==> config.mk <==
export PLATFORM = sky130hd
export DESIGN_NAME = gregorian_to_lunar_date_flat
export DESIGN_NICKNAME = d
export VERILOG_FILES = /design/src/sv/g2l_pkg.sv /design/src/sv/g2l_if.sv /design/src/sv/g2l_front.sv /design/src/sv/g2l_step.sv /design/src/sv/gregorian_to_lunar_date.sv /design/src/flat_wrapper.sv
export SDC_FILE = /design/constraint.sdc
export NUM_CORES = 1
export LEC_CHECK = 0
export ABC_AREA = 1
export BUFFER_PORTS_ARGS = -buffer_cell sky130_fd_sc_hd__buf_2
export CAP_MARGIN = 25
export CORE_MARGIN = 1.5
export CORE_UTILIZATION = 35
export DETAILED_ROUTE_END_ITERATION = 16
export PLACE_DENSITY = 0.62
export SYNTH_ARGS = -nofsm -noshare
export SYNTH_HDL_FRONTEND = slang
export SYNTH_HIERARCHICAL = 1
export SYNTH_SLANG_ARGS = --single-unit
==> constraint.sdc <==
create_clock -name i_clk -period 3.6 [get_ports i_clk]
set_input_delay 0.72 -clock i_clk [delete_from_list [all_inputs] [get_ports i_clk]]
set_output_delay 0.72 -clock i_clk [all_outputs]
set_load 0.02 [all_outputs]
==> src/sv/g2l_pkg.sv <==
// Shared types, constants and lookup tables for the Gregorian to lunar date converter.
// Self-contained; g2l_if, g2l_front, g2l_step and the top level depend on it.
package g2l_pkg;

    localparam int TABLE_YEARS = 73;
    localparam int IDX_W       = $clog2(TABLE_YEARS);
    localparam int YEAR_W      = 11;
    localparam int MONTH_W     = 4;
    localparam int DAY_W       = 5;
    localparam int DOY_W       = 9;
    localparam int REM_W       = 10;
    localparam int WORD_W      = 20;
    localparam int BIT_W       = 4;
    localparam int NY_W        = 6;

    localparam logic [YEAR_W-1:0]  BASE_YEAR      = 11'd1968;
    localparam logic [REM_W-1:0]   YEAR_DAYS      = 10'd365;
    localparam logic [DAY_W-1:0]   SHORT_MONTH    = 5'd29;
    localparam logic [WORD_W-1:0]  LEAP_WORD_MIN  = 20'd4095;
    localparam logic [BIT_W-1:0]   LAST_BIT_LEAP  = 4'd12;
    localparam logic [BIT_W-1:0]   LAST_BIT_PLAIN = 4'd11;
    localparam logic [MONTH_W-1:0] MONTH_JAN      = 4'd1;
    localparam logic [MONTH_W-1:0] MONTH_FEB      = 4'd2;
    localparam logic [MONTH_W-1:0] MONTH_DEC      = 4'd12;

    // Lunar new year as a day count 31*(month-1)+day, one entry per year from 1968.
    localparam logic [NY_W-1:0] NY_DOY [TABLE_YEARS] = '{
        6'd30, 6'd48, 6'd37,
        6'd27, 6'd46, 6'd34, 6'd23, 6'd42, 6'd31, 6'd49, 6'd38, 6'd28, 6'd47,
        6'd36, 6'd25, 6'd44, 6'd33, 6'd51, 6'd40, 6'd50, 6'd48, 6'd37, 6'd27,
        6'd46, 6'd35, 6'd23, 6'd41, 6'd31, 6'd50, 6'd38, 6'd28, 6'd47, 6'd36,
        6'd24, 6'd43, 6'd32, 6'd22, 6'd40, 6'd29, 6'd49, 6'd38, 6'd26, 6'd45,
        6'd34, 6'd23, 6'd41, 6'd31, 6'd50, 6'd39, 6'd28, 6'd47, 6'd36, 6'd25,
        6'd43, 6'd32, 6'd22, 6'd41, 6'd29, 6'd48, 6'd37, 6'd26, 6'd44, 6'd34,
        6'd23, 6'd42, 6'd31, 6'd50, 6'd39, 6'd28, 6'd46, 6'd35, 6'd24, 6'd43
    };

    // Month-length bits (first month highest), leap month number in bits 19:16.
    localparam logic [WORD_W-1:0] LUNAR_ROM [TABLE_YEARS] = '{
        20'd461653, 20'd1386, 20'd2413,
        20'd330077, 20'd1197, 20'd2637, 20'd268877, 20'd3365, 20'd531109,
        20'd2900, 20'd2922, 20'd398042, 20'd2395,
        20'd1179, 20'd267415, 20'd2635, 20'd661067, 20'd1701, 20'd1748,
        20'd398772, 20'd2742, 20'd2391, 20'd330031,
        20'd1175, 20'd1611, 20'd200010, 20'd3749, 20'd527717, 20'd1452,
        20'd2742, 20'd332397, 20'd2350, 20'd3222,
        20'd268949, 20'd3402, 20'd3493, 20'd133973, 20'd1386, 20'd464219,
        20'd605, 20'd2349, 20'd334123, 20'd2709,
        20'd2890, 20'd267946, 20'd2773, 20'd592565, 20'd1210, 20'd2651,
        20'd395863, 20'd1323, 20'd2707, 20'd265877,
        20'd1706, 20'd2773, 20'd133557, 20'd1206, 20'd398510, 20'd2638,
        20'd3366, 20'd335142, 20'd3411, 20'd1450,
        20'd200042, 20'd2413, 20'd723293, 20'd1197, 20'd2637, 20'd399947,
        20'd3365, 20'd3410, 20'd334676, 20'd2906
    };

    typedef enum logic [2:0] {
        ST_IDLE,
        ST_CHECK,
        ST_START,
        ST_WALK,
        ST_FIN
    } t_g2l_state;

    typedef struct packed {
        logic             bad;
        logic             pre_ny;
        logic [IDX_W-1:0] idx;
        logic [DOY_W-1:0] doy;
        logic             leap_prev;
    } t_g2l_front;

    function automatic logic [DOY_W-1:0] days_before_month_f(input logic [MONTH_W-1:0] m);
        logic [DOY_W-1:0] v;
        unique case (m)
            4'd1:    v = 9'd0;
            4'd2:    v = 9'd31;
            4'd3:    v = 9'd59;
            4'd4:    v = 9'd90;
            4'd5:    v = 9'd120;
            4'd6:    v = 9'd151;
            4'd7:    v = 9'd181;
            4'd8:    v = 9'd212;
            4'd9:    v = 9'd243;
            4'd10:   v = 9'd273;
            4'd11:   v = 9'd304;
            4'd12:   v = 9'd334;
            default: v = 9'd0;
        endcase
        return v;
    endfunction

    function automatic logic [DAY_W-1:0] month_len_f(input logic [MONTH_W-1:0] m);
        logic [DAY_W-1:0] v;
        unique case (m)
            4'd2:                      v = 5'd28;
            4'd4, 4'd6, 4'd9, 4'd11:   v = 5'd30;
            4'd1, 4'd3, 4'd5, 4'd7,
            4'd8, 4'd10, 4'd12:        v = 5'd31;
            default:                   v = 5'd0;
        endcase
        return v;
    endfunction

    // Highest month bit of a year word: thirteen months when a leap month is coded.
    function automatic logic [BIT_W-1:0] last_bit_f(input logic [WORD_W-1:0] w);
        return (w >= LEAP_WORD_MIN) ? LAST_BIT_LEAP : LAST_BIT_PLAIN;
    endfunction

endpackage

==> src/sv/g2l_if.sv <==
// Valid/ready channel interfaces for the date converter: Gregorian request and lunar result.
// Depends on g2l_pkg for field widths.
interface g2l_in_if;
    logic                        valid;
    logic                        ready;
    logic [g2l_pkg::YEAR_W-1:0]  greg_year;
    logic [g2l_pkg::MONTH_W-1:0] greg_month;
    logic [g2l_pkg::DAY_W-1:0]   greg_day;

    modport source (output valid, greg_year, greg_month, greg_day, input ready);
    modport sink   (input valid, greg_year, greg_month, greg_day, output ready);
    modport mon    (input valid, ready, greg_year, greg_month, greg_day);
endinterface

interface g2l_out_if;
    logic                        valid;
    logic                        ready;
    logic [g2l_pkg::YEAR_W-1:0]  lunar_year;
    logic [g2l_pkg::MONTH_W-1:0] lunar_month;
    logic                        leap_month;
    logic [g2l_pkg::DAY_W-1:0]   lunar_day;
    logic                        bad_input;

    modport source (output valid, lunar_year, lunar_month, leap_month, lunar_day, bad_input,
                    input ready);
    modport sink   (input valid, lunar_year, lunar_month, leap_month, lunar_day, bad_input,
                    output ready);
    modport mon    (input valid, ready, lunar_year, lunar_month, leap_month, lunar_day,
                    bad_input);
endinterface

==> src/sv/g2l_front.sv <==
// Date check and day-of-year front end: validates the Gregorian date and picks the table year.
// Depends on g2l_pkg.
module g2l_front (
    input  logic [g2l_pkg::YEAR_W-1:0]  i_year,
    input  logic [g2l_pkg::MONTH_W-1:0] i_month,
    input  logic [g2l_pkg::DAY_W-1:0]   i_day,
    output g2l_pkg::t_g2l_front         o_front
);
    import g2l_pkg::*;

    logic               leap_y;
    logic               month_ok;
    logic               day_ok;
    logic               year_ok;
    logic [DAY_W-1:0]   mlen;
    logic [YEAR_W-1:0]  year_off;
    logic [IDX_W-1:0]   idx;
    logic [MONTH_W-1:0] mm1;
    logic [DOY_W-1:0]   key;
    logic               pre_ny;

    // Within the table span every fourth year is a leap year (2000 included).
    assign leap_y   = (i_year[1:0] == 2'b00);
    assign month_ok = (i_month >= MONTH_JAN) && (i_month <= MONTH_DEC);
    assign mlen     = month_len_f(i_month) + {4'd0, (i_month == MONTH_FEB) && leap_y};
    assign day_ok   = (i_day != '0) && (i_day <= mlen);
    assign year_off = i_year - BASE_YEAR;
    assign year_ok  = (i_year >= BASE_YEAR) && (year_off < YEAR_W'(TABLE_YEARS));
    assign idx      = year_ok ? year_off[IDX_W-1:0] : '0;

    // Compare month/day against the new year in the same 31-day-month count.
    assign mm1    = i_month - MONTH_JAN;
    assign key    = (DOY_W'(mm1) << 5) - DOY_W'(mm1) + DOY_W'(i_day);
    assign pre_ny = key < DOY_W'(NY_DOY[idx]);

    always_comb begin
        o_front.bad       = !month_ok || !day_ok || !year_ok || (pre_ny && (idx == '0));
        o_front.pre_ny    = pre_ny;
        o_front.idx       = pre_ny ? (idx - IDX_W'(1)) : idx;
        o_front.doy       = days_before_month_f(i_month) + DOY_W'(i_day)
                            + {8'd0, (i_month > MONTH_FEB) && leap_y};
        o_front.leap_prev = (i_year[1:0] == 2'b01);
    end

endmodule

==> src/sv/g2l_step.sv <==
// Month step unit: tests whether the remaining day count fits in one lunar month.
// Depends on g2l_pkg.
module g2l_step (
    input  logic [g2l_pkg::REM_W-1:0] i_rem,
    input  logic                      i_long,
    output logic                      o_fit,
    output logic [g2l_pkg::REM_W-1:0] o_rem_next
);
    import g2l_pkg::*;

    logic [REM_W-1:0] len;

    assign len        = REM_W'(SHORT_MONTH) + REM_W'(i_long);
    assign o_fit      = (i_rem <= len);
    assign o_rem_next = i_rem - len;

endmodule

==> src/sv/gregorian_to_lunar_date.sv <==
// Gregorian to Chinese lunar date converter, top level: sequencer, month walk and result register.
// Depends on g2l_pkg, g2l_if, g2l_front and g2l_step.
//
// Usage:
//   i_req carries one Gregorian date (greg_year, greg_month, greg_day); it transfers when
//   valid and ready are both high. o_rsp carries one lunar date per request (lunar_year,
//   lunar_month, leap_month, lunar_day, bad_input) and transfers on valid and ready.
//   A date with a bad month, a zero day, a day past the month end, a year outside the table
//   or a date before its first new year returns bad_input = 1 with all other fields zero.
// Timing:
//   After a transfer in, the date is checked in ST_CHECK and the walk set up in ST_START.
//   The walk then passes lunar months in ST_WALK, through the single month step unit,
//   over at most two table years. ST_FIN loads the result register once it is free;
//   a date rejected by the check skips the walk and goes straight to ST_FIN.
//   i_req.ready is high only while the sequencer is idle, so one date is in work
//   at a time.
// Reset and stalls:
//   i_rst_n (synchronous, active low) returns the sequencer to idle and drops any
//   pending result. A finished result waits in the output register while the receiver
//   stalls; a new request is still taken meanwhile, and its result holds in the final
//   step until the output register frees up.
module gregorian_to_lunar_date (
    input  logic       i_clk,
    input  logic       i_rst_n,
    g2l_in_if.sink     i_req,
    g2l_out_if.source  o_rsp
);
    import g2l_pkg::*;

    t_g2l_state         r_state, n_state;

    // Captured request
    logic [YEAR_W-1:0]  r_year;
    logic [MONTH_W-1:0] r_month;
    logic [DAY_W-1:0]   r_day;

    // Walk state
    t_g2l_front         w_front;
    t_g2l_front         r_front;
    logic               r_bad;
    logic [REM_W-1:0]   r_rem;
    logic [IDX_W-1:0]   r_idx;
    logic [WORD_W-1:0]  r_word;
    logic [BIT_W-1:0]   r_n;
    logic               r_pass;

    // Result register
    logic               r_out_valid;
    logic [YEAR_W-1:0]  r_out_year;
    logic [MONTH_W-1:0] r_out_month;
    logic               r_out_leap;
    logic [DAY_W-1:0]   r_out_day;
    logic               r_out_bad;

    logic               w_in_ready;
    logic               w_accept;
    logic               w_out_free;
    logic               w_load_out;
    logic               w_fit;
    logic [REM_W-1:0]   w_rem_next;
    logic               w_idx_last;
    logic               w_walk_over;
    logic [REM_W-1:0]   w_rem_init;
    logic [WORD_W-1:0]  w_next_word;
    logic [BIT_W-1:0]   w_month_bits_last;
    logic [MONTH_W-1:0] w_raw_month;
    logic [MONTH_W:0]   w_leap_next;
    logic [MONTH_W-1:0] w_month;
    logic               w_leap;

    g2l_front u_front (
        .i_year  (r_year),
        .i_month (r_month),
        .i_day   (r_day),
        .o_front (w_front)
    );

    // Month bits 12..0 of the word; r_n never leaves that range.
    g2l_step u_step (
        .i_rem      (r_rem),
        .i_long     (r_word[r_n]),
        .o_fit      (w_fit),
        .o_rem_next (w_rem_next)
    );

    assign w_accept    = i_req.valid && w_in_ready;
    assign w_out_free  = !r_out_valid || o_rsp.ready;
    assign w_idx_last  = (r_idx == IDX_W'(TABLE_YEARS - 1));
    // Last month of the word passed without a fit, and no further year may be used.
    assign w_walk_over = !w_fit && (r_n == '0) && (r_pass || w_idx_last);

    // Day count from the chosen new year, 1 on new year's day.
    assign w_rem_init = (r_front.pre_ny ? (YEAR_DAYS + REM_W'(r_front.leap_prev)) : '0)
                        + REM_W'(r_front.doy) + REM_W'(1) - REM_W'(NY_DOY[r_front.idx]);
    assign w_next_word = LUNAR_ROM[r_idx + IDX_W'(1)];

    // Month number from the bit position; the month after the coded one is its leap copy.
    assign w_month_bits_last = last_bit_f(r_word);
    assign w_raw_month       = w_month_bits_last - r_n + MONTH_W'(1);
    assign w_leap_next       = {1'b0, r_word[WORD_W-1 -: MONTH_W]} + (MONTH_W + 1)'(1);

    always_comb begin
        w_month = w_raw_month;
        w_leap  = 1'b0;
        if (w_month_bits_last == LAST_BIT_LEAP) begin
            if ({1'b0, w_raw_month} == w_leap_next) begin
                w_month = r_word[WORD_W-1 -: MONTH_W];
                w_leap  = 1'b1;
            end else if ({1'b0, w_raw_month} > w_leap_next) begin
                w_month = w_raw_month - MONTH_W'(1);
            end
        end
    end

    // Next state
    always_comb begin
        n_state = r_state;
        unique case (r_state)
            ST_IDLE:  if (w_accept) n_state = ST_CHECK;
            ST_CHECK: n_state = w_front.bad ? ST_FIN : ST_START;
            ST_START: n_state = ST_WALK;
            ST_WALK:  if (w_fit || w_walk_over) n_state = ST_FIN;
            ST_FIN:   if (w_out_free) n_state = ST_IDLE;
            default:  n_state = ST_IDLE;
        endcase
    end

    // Sequencer outputs
    always_comb begin
        w_in_ready = 1'b0;
        w_load_out = 1'b0;
        unique case (r_state)
            ST_IDLE: w_in_ready = 1'b1;
            ST_FIN:  w_load_out = w_out_free;
            default: begin
                w_in_ready = 1'b0;
                w_load_out = 1'b0;
            end
        endcase
    end

    // Control registers
    always_ff @(posedge i_clk) begin
        if (!i_rst_n) begin
            r_state     <= ST_IDLE;
            r_out_valid <= 1'b0;
            r_bad       <= 1'b0;
            r_pass      <= 1'b0;
        end else begin
            r_state <= n_state;
            if (w_load_out) begin
                r_out_valid <= 1'b1;
            end else if (o_rsp.ready) begin
                r_out_valid <= 1'b0;
            end
            unique case (r_state)
                ST_CHECK: r_bad  <= w_front.bad;
                ST_START: r_pass <= 1'b0;
                ST_WALK: begin
                    if (w_walk_over) begin
                        r_bad <= 1'b1;
                    end else if (!w_fit && (r_n == '0)) begin
                        r_pass <= 1'b1;
                    end
                end
                default: r_pass <= r_pass;
            endcase
        end
    end

    // Payload registers
    always_ff @(posedge i_clk) begin
        if (w_accept) begin
            r_year  <= i_req.greg_year;
            r_month <= i_req.greg_month;
            r_day   <= i_req.greg_day;
        end
        if (r_state == ST_CHECK) begin
            r_front <= w_front;
        end
        if (r_state == ST_START) begin
            r_idx  <= r_front.idx;
            r_word <= LUNAR_ROM[r_front.idx];
            r_n    <= last_bit_f(LUNAR_ROM[r_front.idx]);
            r_rem  <= w_rem_init;
        end
        if ((r_state == ST_WALK) && !w_fit) begin
            // Drop one month off the count and advance to the next bit or table year.
            r_rem <= w_rem_next;
            if (r_n != '0) begin
                r_n <= r_n - BIT_W'(1);
            end else if (!w_walk_over) begin
                r_idx  <= r_idx + IDX_W'(1);
                r_word <= w_next_word;
                r_n    <= last_bit_f(w_next_word);
            end
        end
        if (w_load_out) begin
            r_out_bad <= r_bad;
            if (r_bad) begin
                r_out_year  <= '0;
                r_out_month <= '0;
                r_out_leap  <= 1'b0;
                r_out_day   <= '0;
            end else begin
                r_out_year  <= BASE_YEAR + YEAR_W'(r_idx);
                r_out_month <= w_month;
                r_out_leap  <= w_leap;
                r_out_day   <= r_rem[DAY_W-1:0];
            end
        end
    end

    assign i_req.ready       = w_in_ready;
    assign o_rsp.valid       = r_out_valid;
    assign o_rsp.lunar_year  = r_out_year;
    assign o_rsp.lunar_month = r_out_month;
    assign o_rsp.leap_month  = r_out_leap;
    assign o_rsp.lunar_day   = r_out_day;
    assign o_rsp.bad_input   = r_out_bad;

endmodule

==> src/flat_wrapper.sv <==
// flat-port wrapper written by rule: the top's interface ports become plain ports
module gregorian_to_lunar_date_flat import g2l_pkg::*;
  (i_clk, i_rst_n, i_req_valid, i_req_greg_year, i_req_greg_month, i_req_greg_day, i_req_ready, o_rsp_valid, o_rsp_lunar_year, o_rsp_lunar_month, o_rsp_leap_month, o_rsp_lunar_day, o_rsp_bad_input, o_rsp_ready);
  g2l_in_if i_req_i ();
  g2l_out_if o_rsp_i ();
  input  logic i_clk;
  input  logic i_rst_n;
  input wire logic [$bits(i_req_i.valid)-1:0] i_req_valid;
  input wire logic [$bits(i_req_i.greg_year)-1:0] i_req_greg_year;
  input wire logic [$bits(i_req_i.greg_month)-1:0] i_req_greg_month;
  input wire logic [$bits(i_req_i.greg_day)-1:0] i_req_greg_day;
  output wire logic [$bits(i_req_i.ready)-1:0] i_req_ready;
  output wire logic [$bits(o_rsp_i.valid)-1:0] o_rsp_valid;
  output wire logic [$bits(o_rsp_i.lunar_year)-1:0] o_rsp_lunar_year;
  output wire logic [$bits(o_rsp_i.lunar_month)-1:0] o_rsp_lunar_month;
  output wire logic [$bits(o_rsp_i.leap_month)-1:0] o_rsp_leap_month;
  output wire logic [$bits(o_rsp_i.lunar_day)-1:0] o_rsp_lunar_day;
  output wire logic [$bits(o_rsp_i.bad_input)-1:0] o_rsp_bad_input;
  input wire logic [$bits(o_rsp_i.ready)-1:0] o_rsp_ready;
  assign i_req_i.valid = i_req_valid;
  assign i_req_i.greg_year = i_req_greg_year;
  assign i_req_i.greg_month = i_req_greg_month;
  assign i_req_i.greg_day = i_req_greg_day;
  assign i_req_ready = i_req_i.ready;
  assign o_rsp_valid = o_rsp_i.valid;
  assign o_rsp_lunar_year = o_rsp_i.lunar_year;
  assign o_rsp_lunar_month = o_rsp_i.lunar_month;
  assign o_rsp_leap_month = o_rsp_i.leap_month;
  assign o_rsp_lunar_day = o_rsp_i.lunar_day;
  assign o_rsp_bad_input = o_rsp_i.bad_input;
  assign o_rsp_i.ready = o_rsp_ready;
  gregorian_to_lunar_date u_core (.i_clk(i_clk), .i_rst_n(i_rst_n), .i_req(i_req_i), .o_rsp(o_rsp_i));
endmodule
==> flow_metrics.py, run 1 <==
metrics = {
    "power_and_ir_drop": {
        "vdd_drop_max_mv": 0.409,
        "power_density_mw_per_mm2": 580,
        "p_leak_nw": 6.85,
        "p_sw_share_pct": 47.0,
        "p_int_mw": 4.53,
        "p_seq_share_pct": 20.2,
        "p_clk_share_pct": 13.3,
        "power_frac_comb_pct": 66.4,
        "p_switching_mw": 4.02,
    },
    "clock_tree": {
        "h-tree-depth": 3,
        "cts_max_path_buffers": 2,
        "clk_latency_ns": 0.37,
        "cts_root_buf": "clkbuf_16",
        "cts.sinks": 105,
        "clk_pin_slew_ns": 0.08,
        "tritoncts": "yes",
        "cts_buffers": 9,
    },
    "placement": {
        "dp.cells": 2262,
        "dp_hpwl_mm": 30.4,
        "dpl-instance-area_mm2": 0.0133,
        "routabilityCongestion": 1.03,
        "port_buffers": 47,
    },
    "synth": {
        "synth_edf_count": 68,
        "synthArstFlopShare_pct": 0,
        "synthCells": 1673,
        "seq_area_frac_synth_pct": 24.8,
        "ys_ff_latch": 105,
        "synth_nets": 1801,
        "ys_types": 56,
        "synthFlopType": "edfxtp_1",
        "synthesis.area_mm2": 0.0112,
        "ys_warn_count": 6,
        "synth.avg_cell_area_um2": 6.70,
    },
    "routing": {
        "drc": 0,
        "routed_via_density": 5.46,
        "ant_nets": 0,
        "first_iter_violations": 1352,
        "wirelength_mm": 40.0,
        "dr.pass1.iters": 6,
        "vias": 12634,
        "wl_per_cell_um": 17.3,
    },
    "global_route": {
        "overflow": 0,
        "grt.total_usage_pct": 23.5,
        "grt_pass1_vias": 11988,
        "grt_pass1_wl_mm": 62.7,
        "grt_antenna_before_repair": 0,
        "grt_start_max_net_pins": 41,
    },
    "sta": {
        "skew_ns": 0.0111,
        "fin_ws_ns": -0.175,
        "max-slew-margin-rel_pct": 37.4,
        "layout_min_cycle_time_ns": 3.78,
        "rsz0062_at_grt": "yes",
        "final.period_utilization_pct": 105,
        "worst_pin_slew_ns": 0.937,
        "max_freq_ghz": 0.265,
        "setup_viol": 8,
        "finalHoldViolCount": 0,
        "drv_slew": 0,
    },
    "finish": {
        "multi_input_area_mm2": 0.00801,
        "layout.nets": 2036,
        "fin_cells": 2316,
        "stdcell_area_mm2": 0.0147,
        "drive_gt1_share_pct": 27.8,
        "seq_area_mm2": 0.00279,
        "mostFrequentLayoutCells": "363 x nand2_1, 229 x buf_4, 182 x inv_1",
        "fin_util_pct": 46.7,
        "area_growth_pct": 31.4,
        "nFillCells": 3105,
        "final_common_cell": "nand2_1",
    },
    "setup_path": {
        "crit_slowest_cell": "edfxtp_1",
        "end_kind": "flop",
        "cp_max_fo": 8,
        "r2r_slack_ns": -0.18,
        "path_depth": 25,
        "ff2ff_path_depth": 25,
        "regToRegStartpoint": "u_core/r_front[10]",
        "crit_family": "compound AO/OA/AOI/OAI gates",
        "worstSetupStartpointType": "flop",
        "cp.arrival_ns": 3.91,
        "critPathBufInv": 5,
        "worstReg2RegEnd": "u_core/r_rem[9]",
        "critPathRequiredTime_ns": 3.74,
        "max_stage_delay_ns": 0.45,
        "crit_type": "reg2reg",
    },
    "floorplanning": {
        "core_area_mm2": 0.0316,
        "ioPinCount": 48,
        "initial_core_util_pct": 35.5,
        "fp.dieW_um": 182,
        "num_rows": 65,
        "dieHeight_um": 182,
        "die-area_mm2": 0.0331,
    },
    "flow_run": {
        "cap_violations": 0,
    },
    "run_status": {
        "violations": "setup timing",
        "status": "finished, violations left",
    },
    "worst_hold_path": {
        "min-delay-start": "u_core/r_word[13]",
        "min-delay-path-class": "reg2reg",
        "holdPathEnd": "u_core/r_word[13]",
        "min_path_cells": 2,
    },
}
==> stage by stage <==
stage | setup slack [ns] | hold WS, ns | setup TNS (ns) | power, mW
detailed placement | -0.353 | 0.457 | -2.79 | 6.53
finish | -0.175 | 0.477 | -0.730 | 8.55
global route | -0.358 | 0.498 | -2.91 | 9.16
floorplan | -0.0138 | 0.406 | -0.0138 | 4.89
global placement | -0.261 | 0.453 | -1.39 | 6.51
CTS | -0.226 | 0.472 | -0.457 | 8.04
==> final cells by class <==
cell class	instances	area share (%)
Clock inverter	7	0.824
Antenna cell	1	0.0170
Multi-Input combinational cell	1273	54.4
Timing Repair Buffer	297	15.1
Inverter	221	5.76
Timing Repair inverter	1	0.0340
Clock buffer	9	1.53
Sequential cell	105	18.9
Tap cell	402	3.41
==> sequential cells by signal, summed over array words and instances (netlist names) <==
signal                    flops
u_core/r_front               18
u_core/r_day                  5
u_core/o_rsp.lunar_month      4
u_core/o_rsp.bad_input        1
u_core/r_rem                 10
u_core/o_rsp.lunar_day        5
u_core/r_state                3
u_core/r_year                11
u_core/r_idx                  7
u_core/r_word                20
u_core/r_month                4
u_core/o_rsp.leap_month       1
u_core/r_bad                  1
u_core/o_rsp.valid            1
u_core/r_pass                 1
u_core/o_rsp.lunar_year       9
u_core/r_n                    4
==> cells by family after synthesis <==
| family | after synthesis | share of synthesized area [%] |
|---|---|---|
| xor gates and xnor gates | 33 | 2.58 |
| buffers and inverters | 295 | 10.9 |
| DFF | 105 | 24.8 |
| adders and majority gates | 104 | 12.3 |
| and+or+nand+nor | 759 | 29.9 |
| AOI/OAI and AO/OA | 377 | 19.6 |
==> power by group through the flow <==
stage / Clock [mW] / Sequential (mW) / Combinational (mW)
3_3_place_gp: 0 / 1.73 / 4.78
5_1_grt: 1.20 / 1.75 / 6.21
3_5_place_dp: 0 / 1.74 / 4.80
4_1_cts: 1.16 / 1.71 / 5.17
2_1_floorplan: 0 / 1.72 / 3.17
6_report: 1.14 / 1.73 / 5.68
==> how the worst max path moves through the flow <==
| stage | startpoint | end |
|---|---|---|
| 6_report | u_core/r_front[10] | u_core/r_rem[9] |
| 3_3_place_gp | u_core/r_front[10] | u_core/r_rem[8] |
| 4_1_cts | u_core/r_word[13] | u_core/o_rsp.lunar_month[3] |
| 3_5_place_dp | u_core/r_front[10] | u_core/r_rem[8] |
| 2_1_floorplan | u_core/r_year[4] | u_core/r_state[2] |
| 5_1_grt | u_core/r_word[12] | u_core/o_rsp.lunar_month[3] |
==> synthesized netlist by cell type, drive strengths merged, types with 15 or more instances <==
library cell / instances / area (um2)
o211ai: 38 / 285
dfxtp: 37 / 741
clkbuf: 23 / 86.3
nor2: 160 / 661
a31oi: 15 / 93.8
inv: 221 / 830
edfxtp: 68 / 2040
xor2: 24 / 210
nor3: 18 / 90.1
nand4: 27 / 196
nand3: 129 / 681
nand2: 407 / 1600
a21oi: 103 / 515
o21ai: 158 / 798
buf: 51 / 302
ha: 94 / 1180
==> routing by layer <==
metal / GRT usage [%] / wire (um) / up-vias / share of wire (%)
li1: - / - / 6119 / -
met1: 29.3 / 16400 / 5841 / 41
met5: 0 / 0 / - / 0
met3: 3.77 / 2840 / 103 / 7.1
met4: 8.73 / 1560 / 0 / 3.9
met2: 40.8 / 19200 / 571 / 48
==> timing repair <==
item	in CTS	in global routing
buffers inserted	16	24
pin swaps	39	88
cloned	1	1
hold buffers	0	0
gates resized for setup	60	161
endpoints found under the setup margin	20	62
==> tightest hold or removal path: stages, from the launching register on <==
cell and delay (ns):
dfxtp_2 0.33, inv_1 0.06, nor3_1 0.05
No activity file was read; power rests on OpenSTA's default activity.
==> run 2, diff against run 1 <==
--- a/config.mk
+++ b/config.mk
@@ -8,10 +8,12 @@
 export ABC_AREA = 1
 export BUFFER_PORTS_ARGS = -buffer_cell sky130_fd_sc_hd__buf_2
 export CAP_MARGIN = 25
+export CORE_ASPECT_RATIO = 1.25
 export CORE_MARGIN = 1.5
 export CORE_UTILIZATION = 35
 export DETAILED_ROUTE_END_ITERATION = 16
-export PLACE_DENSITY = 0.62
+export MAX_ROUTING_LAYER = met4
+export PLACE_DENSITY = 0.51
 export SYNTH_ARGS = -nofsm -noshare
 export SYNTH_HDL_FRONTEND = slang
 export SYNTH_HIERARCHICAL = 1
==> run 2 against run 1 <==
The run still ends with setup timing left. Worst hold slack worse by 0.0084 ns. Design area is 0.52% higher. Highest routed layer unchanged. Sequential share of layout area is 0.098 points lower. Clock-buffer cell count is 1 higher. Largest power group unchanged. Worst setup slack worse by 0.16 ns. Via count is 0.10% higher. Maximum frequency is 4.2% lower. Utilization hardly changed. Total power is 2.3% higher. Critical path type unchanged. Die area hardly changed. Sequential power hardly changed.
==> flow_metrics.py, run 2 (synthesized netlist as in run 1, its figures left out) <==
metrics = {
    "run_status": {
        "status": "finished, violations left",
        "violations": "setup timing",
    },
    "floorplanning": {
        "die-area_mm2": 0.0331,
        "num_rows": 73,
        "fp.dieW_um": 163,
        "ioPinCount": 48,
        "dieHeight_um": 203,
        "initial_core_util_pct": 35.4,
        "core_area_mm2": 0.0317,
    },
    "global_route": {
        "grt_antenna_before_repair": 1,
        "overflow": 0,
        "grt_pass1_vias": 12445,
        "grt.total_usage_pct": 26.3,
        "grt_pass1_wl_mm": 66.0,
        "grt_start_max_net_pins": 32,
    },
    "setup_path": {
        "crit_type": "reg2reg",
        "cp.arrival_ns": 4.05,
        "worstSetupStartpointType": "flop",
        "worstReg2RegEnd": "u_core/o_rsp.lunar_month[3]",
        "max_stage_delay_ns": 0.34,
        "cpMostUsedCell": "buf_4",
        "path_cells": "nor4_2, inv_1, a211oi_2, nand2_2, ha_4, inv_2, ha_4, fa_2, xor2_1, xor2_1, inv_1, buf_4, buf_4, buf_4, buf_4, buf_4, buf_4, buf_4, buf_4, xor2_1, nand2_1, a21oi_2",
        "regToRegStartpoint": "u_core/r_word[12]",
        "ff2ff_path_depth": 22,
        "cp_max_fo": 4,
        "crit_family": "buffers and inverters",
        "end_kind": "flop",
        "critPathBufInv": 11,
        "crit_slowest_cell": "dfxtp_2",
        "r2r_slack_ns": -0.34,
        "critPathRequiredTime_ns": 3.71,
    },
    "finish": {
        "largest_reg_flops": 20,
        "drive_gt1_share_pct": 27.5,
        "layout.nets": 2055,
        "mostFrequentLayoutCells": "366 x nand2_1, 239 x buf_4, 183 x inv_1",
        "final_common_cell": "nand2_1",
        "largestRegisters": "u_core/r_word x20, u_core/r_front x18, u_core/r_year x11",
        "seq_area_mm2": 0.00279,
        "multi_input_area_mm2": 0.00793,
        "area_growth_pct": 32.0,
        "nFillCells": 3231,
        "stdcell_area_mm2": 0.0148,
        "regMostFlops": "u_core/r_word",
    },
    "flow_run": {
        "cap_violations": 0,
    },
    "clock_tree": {
        "cts_root_buf": "clkbuf_16",
        "tritoncts": "yes",
        "cts_buffers": 9,
        "clk_pin_slew_ns": 0.07,
        "holdBufCountCts": 0,
        "cts.sinks": 105,
        "clk_latency_ns": 0.36,
        "h-tree-depth": 3,
        "cts_max_path_buffers": 2,
    },
    "power_and_ir_drop": {
        "vdd_drop_max_mv": 0.547,
        "power_density_mw_per_mm2": 590,
        "power_mw": 8.74,
        "p_leak_nw": 6.92,
    },
    "sta": {
        "max_freq_ghz": 0.254,
        "max-slew-margin-rel_pct": 32.2,
        "drv_slew": 0,
        "final.period_utilization_pct": 109,
        "rsz0062_at_grt": "yes",
        "setup_viol": 15,
        "fin_ws_ns": -0.340,
        "skew_ns": 0.0114,
        "worst_pin_slew_ns": 1.02,
        "finalHoldViolCount": 0,
        "layout_min_cycle_time_ns": 3.94,
    },
    "placement": {
        "routabilityCongestion": 0.979,
        "dp_hpwl_mm": 33.0,
        "dpl-instance-area_mm2": 0.0134,
        "port_buffers": 47,
    },
    "routing": {
        "vias": 12647,
        "drc": 0,
        "dr.pass1.iters": 7,
        "ant_nets": 0,
        "wl_per_cell_um": 18.0,
        "routed_via_density": 5.39,
        "first_iter_violations": 822,
        "wirelength_mm": 42.2,
    },
    "worst_hold_path": {
        "min_path_cells": 2,
        "holdPathEnd": "u_core/r_pass",
        "min-delay-start": "u_core/r_pass",
        "min-delay-path-class": "reg2reg",
    },
}
run 2: cell count changes in the layout (fill, tap and decap cells not counted), sizes merged:
cell and change:
buf +20, clkinv +3, bufinv -2, clkinvlp -2
clkbuf +1, inv -1
run 2: worst max-delay path by stage:
stage | start | to | slack [ns] | depth (start not counted)
6_report | u_core/r_word[12] | u_core/o_rsp.lunar_month[3] | -0.34 | 22
5_1_grt | u_core/r_word[12] | u_core/o_rsp.lunar_month[3] | -0.48 | 22
4_1_cts | u_core/r_word[15] | u_core/o_rsp.lunar_month[3] | -0.13 | 22
3_5_place_dp | u_core/r_word[15] | u_core/o_rsp.lunar_month[3] | -0.28 | 22
3_3_place_gp | u_core/r_front[12] | u_core/r_rem[9] | -0.33 | 24
2_1_floorplan | u_core/r_year[4] | u_core/r_state[2] | -0.01 | 26
run 2: through the flow:
stage	utilization [%]	instances	setup WS (ns)	setup TNS [ns]	hold slack, ns
4_1_cts	45.4	2331	-0.134	-0.302	0.468
5_1_grt	46.7	2345	-0.482	-4.34	0.509
6_report	46.7	2345	-0.340	-1.17	0.469
3_5_place_dp	42.2	2278	-0.284	-3.92	0.456
3_3_place_gp	42.2	2278	-0.328	-2.65	0.449
2_1_floorplan	-	1673	-0.0138	-0.0138	0.406
run 2: area by class of cell:
type,count,share of cell area [%]
clock buffer,10,1.55
multi-input combinational,1273,53.6
inverter,221,5.70
antenna,1,0.0169
tap,412,3.48
timing repair buffer,317,16.5
sequential,105,18.8
clock inverter,6,0.372
run 2: tightest hold or removal path, delay by kind of cell, from the launching register on:
family,cells,cell delay (ns)
AND/OR/NAND/NOR,1,0.06
AO/OA/AOI/OAI,1,0.06
flip-flops,1,0.31
run 2: power by group:
group | total [mW] | switching [mW] | internal, mW | leakage, nW
clock network | 0.981 | 0.500 | 0.481 | 0.137
logic | 6.02 | 3.43 | 2.58 | 5.84
registers | 1.74 | 0.188 | 1.55 | 0.942
run 2: timing repair:
action                     CTS  global route
pin swaps                   53            74
setup buffers               37            16
setup endpoints to repair   20            68
resized for setup          119            93
run 2: per-layer routing:
metal	wire length (um)	track usage (%)
met5	0	-
met1	15600	27.1
met4	2530	13.9
met2	22400	48.7
met3	1680	2.74
